===== src/sv/stl_pkg.sv =====
// Package for the source token lexer: token kinds, error codes, token and
// queue entry types, character constants and byte class helpers.
// No dependencies.
package stl_pkg;

  // Widths and limits
  localparam int unsigned POS_W   = 32;
  localparam int unsigned LEN_W   = 8;
  localparam logic [LEN_W-1:0] MAX_LEN = LEN_W'(255);
  localparam int unsigned TQ_DEPTH = 4;
  localparam int unsigned TQ_AW    = 2;

  // Token kinds
  typedef enum logic [4:0] {
    TK_END    = 5'd0,
    TK_ERROR  = 5'd1,
    TK_IDENT  = 5'd2,
    TK_NUMBER = 5'd3,
    TK_PLUS   = 5'd4,
    TK_MINUS  = 5'd5,
    TK_LPAREN = 5'd6,
    TK_RPAREN = 5'd7,
    TK_MUL    = 5'd8,
    TK_DIV    = 5'd9,
    TK_LT     = 5'd10,
    TK_LE     = 5'd11,
    TK_GT     = 5'd12,
    TK_GE     = 5'd13,
    TK_ASSIGN = 5'd14,
    TK_EQ     = 5'd15,
    TK_NOT    = 5'd16,
    TK_NE     = 5'd17,
    TK_BITAND = 5'd18,
    TK_AND    = 5'd19,
    TK_BITOR  = 5'd20,
    TK_OR     = 5'd21
  } tok_kind_t;

  // Error codes
  typedef enum logic [2:0] {
    ERR_NONE       = 3'd0,
    ERR_UNEXPECTED = 3'd1,
    ERR_UNDERSCORE = 3'd2,
    ERR_DOT        = 3'd3,
    ERR_UNCLOSED   = 3'd4
  } err_code_t;

  typedef struct packed {
    tok_kind_t        kind;
    err_code_t        err;
    logic [POS_W-1:0] start;
    logic [LEN_W-1:0] len;
  } tok_t;

  // One queue entry: a token plus its end-of-item marker
  typedef struct packed {
    logic last;
    tok_t tok;
  } ent_t;

  // Up to two tokens produced by one item, compacted into e0 first
  typedef struct packed {
    logic [1:0] num;
    ent_t       e0;
    ent_t       e1;
  } tok_pair_t;

  // Character constants
  localparam logic [7:0] CH_NUL    = 8'h00;
  localparam logic [7:0] CH_USCORE = 8'h5F;
  localparam logic [7:0] CH_DOT    = 8'h2E;
  localparam logic [7:0] CH_EQ     = 8'h3D;
  localparam logic [7:0] CH_AMP    = 8'h26;
  localparam logic [7:0] CH_BAR    = 8'h7C;
  localparam logic [7:0] CH_SLASH  = 8'h2F;
  localparam logic [7:0] CH_STAR   = 8'h2A;
  localparam logic [7:0] CH_PLUS   = 8'h2B;
  localparam logic [7:0] CH_MINUS  = 8'h2D;
  localparam logic [7:0] CH_LPAREN = 8'h28;
  localparam logic [7:0] CH_RPAREN = 8'h29;
  localparam logic [7:0] CH_LT     = 8'h3C;
  localparam logic [7:0] CH_GT     = 8'h3E;
  localparam logic [7:0] CH_BANG   = 8'h21;
  localparam logic [7:0] CH_LF     = 8'h0A;
  localparam logic [7:0] CH_CR     = 8'h0D;
  localparam logic [7:0] CH_TAB    = 8'h09;
  localparam logic [7:0] CH_SPACE  = 8'h20;

  function automatic logic is_digit(input logic [7:0] c);
    return (c >= 8'h30) && (c <= 8'h39);
  endfunction

  function automatic logic is_letter(input logic [7:0] c);
    return ((c >= 8'h41) && (c <= 8'h5A)) || ((c >= 8'h61) && (c <= 8'h7A));
  endfunction

  // space, tab, LF, VT, FF, CR
  function automatic logic is_space(input logic [7:0] c);
    return (c == CH_SPACE) || ((c >= CH_TAB) && (c <= CH_CR));
  endfunction

endpackage


===== src/sv/source_token_lexer.sv =====
// Source token lexer: one ASCII byte (or an end-of-input mark) per input beat
// turns into zero, one or two tokens. Each accepted beat is held in an input
// register, then the lexer core updates its state and pushes its tokens into
// a four-entry token queue that feeds the output. A new byte can be taken
// every cycle while the queue has room for two tokens, so the sustained rate
// is one byte per cycle, limited only by the output draining one token per
// beat; a byte that both ends a pending token and yields its own needs two
// output beats. Depends on stl_pkg, stl_core and stl_tok_fifo.
module source_token_lexer import stl_pkg::*; (
  input  logic        clk,
  input  logic        rst_n,
  // input channel
  input  logic        in_tvalid,
  output logic        in_tready,
  input  logic [7:0]  in_tdata,   // [7:0] char_in
  input  logic        in_tuser,   // [0] end_of_input
  // result channel
  output logic        out_tvalid,
  input  logic        out_tready,
  output logic [47:0] out_tdata,  // [4:0] token_kind, [7:5] error_code,
                                  // [39:8] start_offset, [47:40] lexeme_length
  output logic        out_tlast   // last token of the input beat
);

  logic       in_vld_r;
  logic [7:0] in_char_r;
  logic       in_eoi_r;
  logic       step;
  logic       room2;
  tok_pair_t  toks;
  ent_t       head;

  // Input register
  assign step      = in_vld_r && room2;
  assign in_tready = !in_vld_r || step;

  always_ff @(posedge clk) begin
    if (!rst_n) begin
      in_vld_r <= 1'b0;
    end else if (in_tready) begin
      in_vld_r <= in_tvalid;
    end
  end

  always_ff @(posedge clk) begin
    if (in_tready && in_tvalid) begin
      in_char_r <= in_tdata;
      in_eoi_r  <= in_tuser;
    end
  end

  // Lexer state and token logic
  stl_core u_core (
    .clk    (clk),
    .rst_n  (rst_n),
    .step   (step),
    .char_i (in_char_r),
    .eoi_i  (in_eoi_r),
    .toks   (toks)
  );

  // Token queue toward the output
  stl_tok_fifo u_fifo (
    .clk      (clk),
    .rst_n    (rst_n),
    .wr_en    (step),
    .wr_data  (toks),
    .rd_en    (out_tready),
    .rd_valid (out_tvalid),
    .rd_data  (head),
    .room2    (room2)
  );

  assign out_tdata = {head.tok.len, head.tok.start, head.tok.err, head.tok.kind};
  assign out_tlast = head.last;

  // End token always closes its beat and has no lexeme
  a_end_tok: assert property (@(posedge clk) disable iff (!rst_n)
    (out_tvalid && (head.tok.kind == TK_END)) |-> (out_tlast && (head.tok.len == '0)))
    else $error("end token without tlast or with nonzero length");

  // Only error tokens carry an error code
  a_err_code: assert property (@(posedge clk) disable iff (!rst_n)
    (out_tvalid && (head.tok.kind != TK_ERROR)) |-> (head.tok.err == ERR_NONE))
    else $error("error code on a non-error token");

  // An accepted input beat is held in the input register next cycle
  a_in_hold: assert property (@(posedge clk) disable iff (!rst_n)
    (in_tvalid && in_tready) |=> in_vld_r)
    else $error("accepted input beat lost");

  // The core never processes an item without queue space
  a_room: assert property (@(posedge clk) disable iff (!rst_n)
    (in_vld_r && !room2) |-> !step)
    else $error("item processed while token queue full");

endmodule


===== src/sv/stl_core.sv =====
// Lexer core: lexer state, stream position and pending lexeme registers,
// and the combinational next-state and token logic. Depends on stl_pkg.
module stl_core import stl_pkg::*; (
  input  logic       clk,
  input  logic       rst_n,
  input  logic       step,
  input  logic [7:0] char_i,
  input  logic       eoi_i,
  output tok_pair_t  toks
);

  typedef enum logic [3:0] {
    S_START      = 4'd0,
    S_UNDERSCORE = 4'd1,
    S_IDENT      = 4'd2,
    S_INT        = 4'd3,
    S_DOT        = 4'd4,
    S_FRAC       = 4'd5,
    S_LT         = 4'd6,
    S_GT         = 4'd7,
    S_ASSIGN     = 4'd8,
    S_NOT        = 4'd9,
    S_AMP        = 4'd10,
    S_BAR        = 4'd11,
    S_SLASH      = 4'd12,
    S_LINE       = 4'd13,
    S_BLOCK      = 4'd14,
    S_BLOCK_STAR = 4'd15
  } lex_state_t;

  lex_state_t       st_r, st_nxt;
  logic [POS_W-1:0] pos_r, pos_nxt;
  logic [POS_W-1:0] ts_r, ts_nxt;
  logic [LEN_W-1:0] cnt_r, cnt_nxt;

  logic [LEN_W-1:0] bumped;
  logic             fh;
  tok_kind_t        fk;
  err_code_t        fe;
  logic             va, vb, cons, fl_ok, idc;
  tok_t             ta, tb;
  logic [7:0]       want;
  tok_kind_t        pk;

  // Saturating lexeme length
  assign bumped = (cnt_r == MAX_LEN) ? cnt_r : cnt_r + LEN_W'(1);
  assign idc    = is_letter(char_i) || is_digit(char_i) || (char_i == CH_USCORE);

  // Token that a pending lexeme turns into when it is cut off
  always_comb begin
    fh = 1'b1;
    fk = TK_ERROR;
    fe = ERR_NONE;
    unique case (st_r)
      S_UNDERSCORE: fe = ERR_UNDERSCORE;
      S_IDENT:      fk = TK_IDENT;
      S_INT, S_FRAC: fk = TK_NUMBER;
      S_DOT:        fe = ERR_DOT;
      S_LT:         fk = TK_LT;
      S_GT:         fk = TK_GT;
      S_ASSIGN:     fk = TK_ASSIGN;
      S_NOT:        fk = TK_NOT;
      S_AMP:        fk = TK_BITAND;
      S_BAR:        fk = TK_BITOR;
      S_SLASH:      fk = TK_DIV;
      S_BLOCK, S_BLOCK_STAR: fe = ERR_UNCLOSED;
      default:      fh = 1'b0;
    endcase
  end

  // Paired operator: second byte wanted and the combined kind
  always_comb begin
    want = CH_EQ;
    pk   = TK_LE;
    unique case (st_r)
      S_GT:     pk = TK_GE;
      S_ASSIGN: pk = TK_EQ;
      S_NOT:    pk = TK_NE;
      S_AMP:    begin want = CH_AMP; pk = TK_AND; end
      S_BAR:    begin want = CH_BAR; pk = TK_OR;  end
      default:  ;
    endcase
  end

  // Next state and tokens for one item
  always_comb begin
    st_nxt  = st_r;
    pos_nxt = pos_r + POS_W'(1);
    ts_nxt  = ts_r;
    cnt_nxt = cnt_r;
    va      = 1'b0;
    vb      = 1'b0;
    ta      = '{kind: fk, err: fe, start: ts_r, len: cnt_r};
    tb      = '{kind: TK_END, err: ERR_NONE, start: pos_r, len: '0};
    cons    = 1'b0;
    fl_ok   = 1'b1;
    if (eoi_i) begin
      // flush, end token, back to reset values
      va      = fh;
      vb      = 1'b1;
      st_nxt  = S_START;
      pos_nxt = '0;
      ts_nxt  = '0;
      cnt_nxt = '0;
    end else begin
      // try to extend the pending lexeme
      unique case (st_r)
        S_UNDERSCORE, S_IDENT: begin
          if (idc) begin
            cons = 1'b1; st_nxt = S_IDENT; cnt_nxt = bumped;
          end
        end
        S_INT: begin
          if (is_digit(char_i)) begin
            cons = 1'b1; cnt_nxt = bumped;
          end else if (char_i == CH_DOT) begin
            cons = 1'b1; st_nxt = S_DOT; cnt_nxt = bumped;
          end
        end
        S_DOT, S_FRAC: begin
          if (is_digit(char_i)) begin
            cons = 1'b1; st_nxt = S_FRAC; cnt_nxt = bumped;
          end
        end
        S_LT, S_GT, S_ASSIGN, S_NOT, S_AMP, S_BAR: begin
          if (char_i == want) begin
            cons    = 1'b1;
            va      = 1'b1;
            ta      = '{kind: pk, err: ERR_NONE, start: ts_r, len: bumped};
            st_nxt  = S_START;
            cnt_nxt = '0;
          end
        end
        S_SLASH: begin
          if (char_i == CH_SLASH) begin
            cons = 1'b1; st_nxt = S_LINE; cnt_nxt = '0;
          end else if (char_i == CH_STAR) begin
            cons = 1'b1; st_nxt = S_BLOCK; cnt_nxt = bumped;
          end
        end
        S_LINE: begin
          if (char_i == CH_NUL) begin
            fl_ok = 1'b0;
          end else begin
            cons = 1'b1;
            if ((char_i == CH_LF) || (char_i == CH_CR)) st_nxt = S_START;
          end
        end
        S_BLOCK, S_BLOCK_STAR: begin
          if (char_i == CH_NUL) begin
            // null byte abandons the comment without a flush
            fl_ok = 1'b0;
          end else begin
            cons    = 1'b1;
            cnt_nxt = bumped;
            if (char_i == CH_STAR) begin
              st_nxt = S_BLOCK_STAR;
            end else if ((st_r == S_BLOCK_STAR) && (char_i == CH_SLASH)) begin
              st_nxt  = S_START;
              cnt_nxt = '0;
            end else begin
              st_nxt = S_BLOCK;
            end
          end
        end
        default: ;
      endcase

      // byte ends the lexeme: flush it, then start over with this byte
      if (!cons) begin
        va      = fh && fl_ok;
        st_nxt  = S_START;
        cnt_nxt = '0;
        tb      = '{kind: TK_ERROR, err: ERR_UNEXPECTED, start: pos_r, len: LEN_W'(1)};
        if (is_digit(char_i)) begin
          st_nxt = S_INT; ts_nxt = pos_r; cnt_nxt = LEN_W'(1);
        end else if (is_letter(char_i)) begin
          st_nxt = S_IDENT; ts_nxt = pos_r; cnt_nxt = LEN_W'(1);
        end else if (char_i == CH_USCORE) begin
          st_nxt = S_UNDERSCORE; ts_nxt = pos_r; cnt_nxt = LEN_W'(1);
        end else if (char_i == CH_PLUS) begin
          vb = 1'b1; tb.kind = TK_PLUS; tb.err = ERR_NONE;
        end else if (char_i == CH_MINUS) begin
          vb = 1'b1; tb.kind = TK_MINUS; tb.err = ERR_NONE;
        end else if (char_i == CH_LPAREN) begin
          vb = 1'b1; tb.kind = TK_LPAREN; tb.err = ERR_NONE;
        end else if (char_i == CH_RPAREN) begin
          vb = 1'b1; tb.kind = TK_RPAREN; tb.err = ERR_NONE;
        end else if (char_i == CH_STAR) begin
          vb = 1'b1; tb.kind = TK_MUL; tb.err = ERR_NONE;
        end else if (char_i == CH_LT) begin
          st_nxt = S_LT; ts_nxt = pos_r; cnt_nxt = LEN_W'(1);
        end else if (char_i == CH_GT) begin
          st_nxt = S_GT; ts_nxt = pos_r; cnt_nxt = LEN_W'(1);
        end else if (char_i == CH_EQ) begin
          st_nxt = S_ASSIGN; ts_nxt = pos_r; cnt_nxt = LEN_W'(1);
        end else if (char_i == CH_BANG) begin
          st_nxt = S_NOT; ts_nxt = pos_r; cnt_nxt = LEN_W'(1);
        end else if (char_i == CH_AMP) begin
          st_nxt = S_AMP; ts_nxt = pos_r; cnt_nxt = LEN_W'(1);
        end else if (char_i == CH_BAR) begin
          st_nxt = S_BAR; ts_nxt = pos_r; cnt_nxt = LEN_W'(1);
        end else if (char_i == CH_SLASH) begin
          st_nxt = S_SLASH; ts_nxt = pos_r; cnt_nxt = LEN_W'(1);
        end else if (!is_space(char_i)) begin
          vb = 1'b1;
        end
      end
    end
  end

  // Compact the two slots; last marks the final token of the item
  always_comb begin
    toks.num     = {1'b0, va} + {1'b0, vb};
    toks.e0.tok  = va ? ta : tb;
    toks.e0.last = !(va && vb);
    toks.e1.tok  = tb;
    toks.e1.last = 1'b1;
  end

  // State registers
  always_ff @(posedge clk) begin
    if (!rst_n) begin
      st_r  <= S_START;
      pos_r <= '0;
      ts_r  <= '0;
      cnt_r <= '0;
    end else if (step) begin
      st_r  <= st_nxt;
      pos_r <= pos_nxt;
      ts_r  <= ts_nxt;
      cnt_r <= cnt_nxt;
    end
  end

endmodule


===== src/sv/stl_tok_fifo.sv =====
// Token queue: takes zero, one or two tokens a cycle and hands out one
// token a beat. Depends on stl_pkg.
module stl_tok_fifo import stl_pkg::*; (
  input  logic      clk,
  input  logic      rst_n,
  input  logic      wr_en,
  input  tok_pair_t wr_data,
  input  logic      rd_en,
  output logic      rd_valid,
  output ent_t      rd_data,
  output logic      room2
);

  ent_t             mem_r [TQ_DEPTH];
  logic [TQ_AW-1:0] wp_r, wp_nxt;
  logic [TQ_AW-1:0] rp_r, rp_nxt;
  logic [TQ_AW:0]   cnt_r, cnt_nxt;
  logic [1:0]       wr_num;

  assign wr_num   = wr_en ? wr_data.num : 2'd0;
  assign rd_valid = (cnt_r != '0);
  assign rd_data  = mem_r[rp_r];
  // room for a full two-token item
  assign room2    = (cnt_r <= (TQ_AW+1)'(TQ_DEPTH - 2));

  // Pointer and fill arithmetic
  always_comb begin
    wp_nxt  = wp_r + TQ_AW'(wr_num);
    rp_nxt  = rp_r + TQ_AW'(rd_en && rd_valid);
    cnt_nxt = cnt_r + (TQ_AW+1)'(wr_num) - (TQ_AW+1)'(rd_en && rd_valid);
  end

  // Entry writes
  always_ff @(posedge clk) begin
    if (wr_num != 2'd0) mem_r[wp_r] <= wr_data.e0;
    if (wr_num == 2'd2) mem_r[wp_r + TQ_AW'(1)] <= wr_data.e1;
  end

  always_ff @(posedge clk) begin
    if (!rst_n) begin
      wp_r  <= '0;
      rp_r  <= '0;
      cnt_r <= '0;
    end else begin
      wp_r  <= wp_nxt;
      rp_r  <= rp_nxt;
      cnt_r <= cnt_nxt;
    end
  end

endmodule

===== config.mk =====
export PLATFORM = sky130hd
export DESIGN_NAME = source_token_lexer
export DESIGN_NICKNAME = d
export VERILOG_FILES = /design/src/sv/stl_pkg.sv /design/src/sv/source_token_lexer.sv /design/src/sv/stl_core.sv /design/src/sv/stl_tok_fifo.sv
export SDC_FILE = /design/constraint.sdc
export NUM_CORES = 1
export LEC_CHECK = 0
export CAP_MARGIN = 20
export CORE_MARGIN = 4
export CORE_UTILIZATION = 65
export DETAILED_ROUTE_END_ITERATION = 8
export DONT_BUFFER_PORTS = 1
export HOLD_SLACK_MARGIN = 0.02
export PLACE_DENSITY = 0.91
export SLEW_MARGIN = 15
export SYNTH_ARGS = -nofsm -noshare
export SYNTH_HDL_FRONTEND = slang
export SYNTH_SLANG_ARGS = --single-unit

===== constraint.sdc =====
create_clock -name clk -period 11.77 [get_ports clk]
set_clock_uncertainty 0.15 [all_clocks]
set_input_delay 0.5885 -clock clk [delete_from_list [all_inputs] [get_ports clk]]
set_output_delay 0.5885 -clock clk [all_outputs]
set_load 0.01 [all_outputs]

**Word-level counts from Yosys, hierarchy flattened**

Memory sizes are Yosys's and may differ from the RTL's. A register that Yosys moved wholly into a read port is not among the register bits.
Index checks and enable logic that the tools add are counted.

- Flip-flop bits (word level): 93
- Memories: 1
- Output and inout port bits: 51
- Bits of input ports: 13
- Memory bits (writable): 196

Memories:

| name | words | width | rd ports | clocked after Yosys merged registers in | write ports | line | RTL |
|---|---|---|---|---|---|---|---|
| u_fifo.mem_r | 4 | 49 | 1 | 1 | 2 | stl_tok_fifo.sv:14 | `ent_t mem_r [TQ_DEPTH];` |

- Reduce and logical (&&, ||, !) cells: 32
- Add/subtract/negate cells: 8
- Mux-type cells: 135
- Order comparisons: 9
- Equal/unequal tests: 53

Operators with widths:

| operator | count |
|---|---|
| 32-bit 2-to-1 mux | 18 |
| 48-bit 2-to-1 mux | 6 |
| 8-bit 2-to-1 mux | 34 |
| 4-bit 2-to-1 mux | 29 |
| 8-bit by 6-bit equality test with 1-bit output (second input constant) | 13 |
| 8-bit case mux with 6 select lines | 1 |
| 5-bit case mux with 9 select lines | 1 |
| 1-bit 2-to-1 mux | 38 |
| 32-bit by 1-bit adder with 32-bit output (second input constant) | 1 |
| 4-bit equality test (second input constant) | 8 |
| 4-bit case mux with 7 select lines | 1 |
| 5-bit by 2-bit inequality test with 1-bit output (second input constant) | 5 |
| 5-bit case mux with 5 select lines | 1 |
| 4-bit by 3-bit inequality test with 1-bit output (second input constant) | 5 |
| 4-bit by 3-bit equality test with 1-bit output (second input constant) | 4 |
| 8-bit by 4-bit equality test with 1-bit output (second input constant) | 2 |
| 8-bit by 7-bit equality test with 1-bit output (second input constant) | 2 |
| 8-bit by 7-bit >= comparator with 1-bit output (second input constant) | 2 |
| 8-bit by 7-bit less-or-equal comparator with 1-bit output (second input constant) | 2 |
| 8-bit AND reduction | 2 |
| 7-bit case mux with 2 select lines | 1 |
| 14-bit OR reduction | 1 |
| 4-bit inequality test (second input constant) | 3 |
| 11-bit AND reduction | 1 |
| 36 further kinds | 56 |

**Depth between registers and ports, before layout**

Gate-level depths: netlist (run 1).

- Depth after elaboration: 26
- Mapped depth: 18

**Hierarchy**

From an unflattened synthesis (run 1), not the netlist that was laid out.

- Cell total of the unflattened synthesis: 1138
- Area, all modules: 15234.6 um2

Modules (own cells, without submodules):

| module | cells each | area an instance (um2) | instances |
|---|---|---|---|
| stl_tok_fifo | 529 | 9895.7 | 1 |
| stl_core | 594 | 5003.5 | 1 |
| source_token_lexer | 15 | 335.3 | 1 |

**Worst setup path after synthesis (run 1)**

No wires, ideal clock.

- Kind: flip-flop to flip-flop
- Start: reg in_char_r[3]
- End: mem u_fifo.mem_r[0][0] (netlist bit), enable pin
- Arrival time: 3999 ps
- Clock period less this slack: 4543 ps
- Cell stages (with the launch flop): 14
- Path slack: 7227 ps
- Path buffers: 2
- Library setup time: 393 ps
- Data required time: 11227 ps
- Cells stage by stage: edfxtp_1 > nor4_2 > a211oi_1 > a211o_1 > a211oi_4 > nand2_2 > buf_2 > a22oi_1 > ha_1 > o21ai_1 > or3_1 > clkbuf_1 > and2_1 > inv_1

RTL lines:

| what | line | RTL |
|---|---|---|
| from (decl) | source_token_lexer.sv:26 | `logic [7:0] in_char_r;` |
| from (signal assigned) | source_token_lexer.sv:47 | `in_char_r <= in_tdata;` |
| to (decl) | stl_tok_fifo.sv:14 |  |

==> flow_metrics.tcl, run 1 <==
set metrics [dict create \
    layout_common_cells "a22o_1, edfxtp_1, dfxtp_1, nand2_1, o21ai_0" \
    worst_slack_ns 5.99 \
    syn_nets 1200 \
    hpwl_mm 21.7 \
    multiInputGateArea_um2 5930 \
    htree_levels 1 \
    outcome "completed" \
    end_kind "flop" \
    antenna_left 0 \
    seq_area_frac_synth 0.537 \
    cts_buffers 28 \
    die-area_um2 23600 \
    startpoint "in_char_r[0]" \
    gr-total-overflow 0 \
    r2r_end "u_fifo.mem_r[3][48]" \
    fmax_mhz 173 \
    portBuffers 0 \
    placed_cells 1354 \
    slew_headroom 0.251 \
    drcViolationCount 0 \
    reg2reg_from "in_char_r[0]" \
    grt_pass1_vias 10100 \
    gp_congestion 0.931 \
    row_count 53 \
    syn_area_um2 13800 \
    setup_viol 0 \
    dieHeight_um 154 \
    p_leak_uw 0.00500 \
    ys_ff_latch 289 \
    drive_gt1_frac 0.125 \
    cp.required_ns 12.06 \
    cts_buffer_depth 3 \
    grt_first_pass_wirelength_mm 57.4 \
    rsz0062_at_grt "no" \
    cp-endpoint "u_fifo.mem_r[3][48]" \
    synthDistinctLibCells 78 \
    post_cts_buffers 0 \
    async_flop_share 0 \
    dpl_cell_area_um2 13800 \
    first_pass_iters 6 \
    vias 10400 \
    synth-edff-count 161 \
    peakVddDrop_uv 134 \
    ios 64 \
    synth_ff_type "edfxtp_1" \
    clock_tree.root_cell "clkbuf_16" \
    clk_pin_slew_ns 0.06 \
    antenna_found_initial 0 \
    maxSlewViolCount 0 \
    area_growth_pct 8.07 \
    instances_no_fill 1418 \
    crit_fanout 39 \
    synth_cells 1178 \
    worstHoldPathType "primary input to flop" \
    tns_ns 0 \
    wl_mm 37.0 \
    vias_per_cell 7.33 \
    worst_slew_pin_slew_ns 1.12 \
    wl_met1_mm 13.7 \
    fin_crit_sh 0.491 \
    met2_length_mm 18.5 \
    syn_area_per_cell_um2 11.7 \
    rrSetupSlack_ns 5.99 \
    antenna_cells 0 \
    highest_layer "met4" \
    clk-insertion-delay-late_ns 0.56 \
    wl_per_cell_um 26.1 \
    postLayoutCellArea_um2 14900 \
    cts_tree "built" \
    hold_viol 0 \
    place_ws_ns 6.23 \
    start_kind "flop" \
    cts.sinks 289 \
    cp.arrival_ns 6.07 \
    finalCriticalPeriod_ns 5.78 \
    layout_commonest_cell "a22o_1" \
    track_usage 0.305 \
    nFillCells 1337 \
    grt_max_degree 51 \
    core_um2 21000 \
    reg2regPathDepth 13 \
    start_util 0.658 \
    wl_met3_mm 3.59 \
    criticalPathCategory "flop to flop" \
    die_x_um 154 \
    regArea_um2 7400 \
    drt_iter0_drc 1305 \
    finalNetCount 1143 \
    max_cap_viol_count 0 \
    ys.warnings.count 0 \
    powerDensity_nw_per_um2 164 \
]
[flip-flops by register name, summed over array words and instances (netlist names)]
signal and count:
in_char_r 8, u_core.cnt_r 8, u_fifo.wp_r 2, u_core.ts_r 32, u_fifo.rp_r 2, u_core.st_r 4
u_fifo.mem_r 196, in_eoi_r 1, in_vld_r 1, u_fifo.cnt_r 3, u_core.pos_r 32
[worst max-delay path, cell delays in order (launching register included)]
cell	delay (ns)
edfxtp_1	0.65
nor4_2	0.52
a211oi_1	0.17
a211o_1	0.36
a211oi_4	0.49
o21bai_4	0.24
inv_2	0.41
ha_1	0.40
o21ai_1	0.42
nor2_1	0.25
nor2_1	0.81
inv_1	0.12
buf_4	0.37
o22a_1	0.27
[layout make-up]
class / instances / share of cell area
Inverter: 24 / 0.00605
Timing Repair Buffer: 21 / 0.0138
Clock buffer: 36 / 0.0525
Clock inverter: 16 / 0.00957
Sequential cell: 289 / 0.497
Multi-Input combinational cell: 757 / 0.398
Tap cell: 275 / 0.0231
[cell families after synthesis]
| family | count (synthesis) | share of synthesized area |
|---|---|---|
| AOI/OAI and AO/OA | 352 | 0.194 |
| xor gates and xnor gates | 33 | 0.0210 |
| adders and majority gates | 9 | 0.00871 |
| buffers and inverters | 132 | 0.0387 |
| DFF | 289 | 0.537 |
| muxes | 60 | 0.0886 |
| and+or+nand+nor | 303 | 0.113 |
[report_power, final]
| part | internal, uW | switching, uW | total (uW) |
|---|---|---|---|
| combinational | 157 | 226 | 383 |
| clock | 496 | 398 | 894 |
| sequential | 1110 | 52.5 | 1160 |
| total | 1760 | 676 | 2440 |
[synthesized netlist by cell type, types with 8 or more instances]
library cell	instances	area share
nor4_1	10	0.0045
nor2_1	60	0.016
or3_1	24	0.011
xor2_1	18	0.011
a21oi_1	35	0.013
nand2_1	80	0.022
ha_1	8	0.0073
o22ai_1	18	0.0082
xnor2_1	15	0.0095
nor3_1	17	0.0062
buf_1	18	0.0049
inv_1	21	0.0057
and2_1	12	0.0054
nand3_1	27	0.0098
a22o_1	177	0.11
nand4_1	15	0.0068
edfxtp_1	161	0.35
mux4_2	49	0.080
dfxtp_1	128	0.19
and3_1	12	0.0054
nand2b_1	9	0.0041
clkbuf_1	60	0.016
buf_2	30	0.011
o21ai_0	63	0.023
[timing repair]
action                    in CTS  in global routing
hold buffers                  11                  0
hold endpoints to repair      14                  0
resized for setup              0                  0
[per-stage QoR]
| stage | power, uW | utilization | hold WS (ns) |
|---|---|---|---|
| finish | 2440 | 0.711 | 0.0489 |
| global route | 2520 | 0.711 | 0.0423 |
| CTS | 2430 | 0.710 | 0.0323 |
| detailed placement | 1550 | 0.660 | 0.293 |
| global placement | 1540 | 0.660 | 0.280 |
| floorplan | 1450 | - | 0.270 |
[routing by layer]
layer | GRT usage | vias up
li1 | - | 4457
met2 | 0.524 | 733
met3 | 0.0431 | 106
met4 | 0.104 | 0
met1 | 0.401 | 5099
met5 | 0 | -
[worst min path at each step]
stage,depth (start not counted),from,endpoint
finish,2,rst_n,u_core.cnt_r[0]
global route,2,rst_n,u_core.cnt_r[2]
CTS,2,rst_n,u_core.cnt_r[0]
detailed placement,2,u_fifo.mem_r[3][47],u_fifo.mem_r[3][47]
global placement,2,u_fifo.mem_r[1][42],u_fifo.mem_r[1][42]
floorplan,2,u_fifo.mem_r[2][2],u_fifo.mem_r[2][2]
Note: power is estimated with default switching activity, not from simulation.
==> inputs of run 2 (changes only) <==
- CORE_UTILIZATION: 65 -> 58
- PLACE_DENSITY: 0.91 -> 0.86
- clock period: 11.77 -> 4.8 ns (I/O delays scaled with it)
==> run 2 against run 1 <==
Combinational power grew to 2.6 times the previous value. Largest cell class unchanged. Via count is 0.33% higher. Power is 150% higher. Highest routed layer unchanged. Flip-flop and latch count stayed put. Maximum frequency is 28% higher. Hold slack worse by 0.021 ns.
==> flow_metrics.tcl, run 2 (synthesis results as in run 1) <==
set metrics [dict create \
    outcome "completed" \
    cts_resized 0 \
    crit_fanout 23 \
    core_um2 23400 \
    tns_ns 0 \
    layout_commonest_cell "a22o_1" \
    rsz0062_at_grt "no" \
    criticalPathCategory "flop to flop" \
    regMostFlops "u_fifo.mem_r" \
    area_growth_pct 11.3 \
    critPathMaxStageDelay_ns 0.84 \
    gp_congestion 0.945 \
    fin_crit_sh 0.942 \
    setup_viol 0 \
    path_cells "nor2_1 > nand4_1 > o211ai_1 > a211oi_4 > nand2_2 > a22oi_1 > ha_1 > o21ai_1 > nor2_1 > nor2_1 > buf_4 > inv_1 > buf_4" \
    largest_reg_flops 196 \
    antenna_found_initial 0 \
    ios 64 \
    clk-insertion-delay-late_ns 0.54 \
    track_usage 0.263 \
    powerDensity_nw_per_um2 395 \
    cts_buffers 28 \
    htree_levels 1 \
    drcViolationCount 0 \
    top_regs "u_fifo.mem_r (196), u_core.pos_r (32), u_core.ts_r (32)" \
    cts_tree "built" \
    whs_endpoint "in_eoi_r" \
    wl_mm 35.7 \
    p_leak_uw 0.00522 \
    dieHeight_um 162 \
    max_cap_viol_count 0 \
    path_delay_family "simple AND/OR/NAND/NOR gates" \
    grt_max_degree 51 \
    worstHoldStart "in_tvalid" \
    drive_gt1_frac 0.151 \
    grt_first_pass_wirelength_mm 55.4 \
    worst_path_max_delay_cell "dfxtp_1" \
    rrSetupSlack_ns 0.28 \
    worstHoldPathType "primary input to flop" \
    layout_common_cells "a22o_1, edfxtp_1, dfxtp_1, nand2_1, o21ai_0" \
    r2r_end "u_fifo.mem_r[2][15]" \
    cp.required_ns 4.86 \
    reg2regPathDepth 13 \
    peakVddDrop_uv 350 \
    clk_pin_slew_ns 0.07 \
    hold_viol 0 \
    die-area_um2 26300 \
    worst_slew_pin_slew_ns 0.909 \
    antenna_left 0 \
    finalCriticalPeriod_ns 4.52 \
    post_cts_buffers 0 \
    reg2reg_from "u_core.st_r[1]" \
    worst_slack_ns 0.276 \
    holdWs_ns 0.0281 \
    vias 10400 \
    slew_headroom 0.394 \
    whs_path_depth 1 \
    row_count 56 \
    hpwl_mm 21.6 \
    wl_per_cell_um 23.8 \
    vias_per_cell 6.94 \
    finalNetCount 1183 \
    drt_iter0_drc 1121 \
    maxSlewViolCount 0 \
    antenna_cells 0 \
    start_util 0.589 \
    first_pass_iters 5 \
    cts.sinks 289 \
    total_power_uw 6060 \
    portBuffers 0 \
    cp_common_cell "nor2_1" \
    cts_buffer_depth 3 \
    startpoint "u_core.st_r[1]" \
    grt_pass1_vias 10200 \
    die_x_um 162 \
    crit_buf_inv 3 \
    start_kind "flop" \
    place_ws_ns 0.528 \
    gr-total-overflow 0 \
    cp.arrival_ns 4.58 \
    fmax_mhz 221 \
    clock_tree.root_cell "clkbuf_16" \
    end_kind "flop" \
]
## run 2: repair_timing
action | 4_1_cts | 5_1_grt
endpoints found under the hold margin | 56 | 0
setup endpoints to repair | 0 | 0
hold buffers | 12 | 0
## run 2: how the worst max path moves through the flow
stage,to,slack (ns),cells past startpoint
after global placement,u_fifo.mem_r[2][24],0.65,13
after global routing,u_fifo.mem_r[2][26],0.08,12
after CTS,u_fifo.mem_r[2][27],0.50,12
after detailed placement,u_fifo.mem_r[2][24],0.53,12
after floorplan,u_fifo.mem_r[0][0],0.26,13
final,u_fifo.mem_r[2][15],0.28,13
## run 2: cell type report
cell class                      instances  area, um^2
Fill cell                            1661        8070
Sequential cell                       289        7400
Multi-Input combinational cell        757        5900
Clock buffer                           41         821
Timing Repair Buffer                   61         596
Tap cell                              319         399
Clock inverter                         11         128
Inverter                               24        90.1
## run 2: layer usage
layer  vias to the layer above  wire (um)  track usage
li1                       4555          -            -
met1                      5144      13400        0.330
met2                       628      18000        0.458
met3                       102       3240       0.0462
met4                         0       1060       0.0996
met5                         -          0            0
## run 2: power by group
part,switching [uW],internal [uW]
logic,575,423
registers,120,2710
clock network,930,1300
## run 2: per-stage QoR
step	area (um^2)	std cells	utilization
after global placement	14200	1437	0.609
after global routing	15300	1502	0.655
after CTS	15300	1501	0.654
after floorplan	13800	1178	-
after detailed placement	14200	1437	0.609
final	15300	1502	0.655
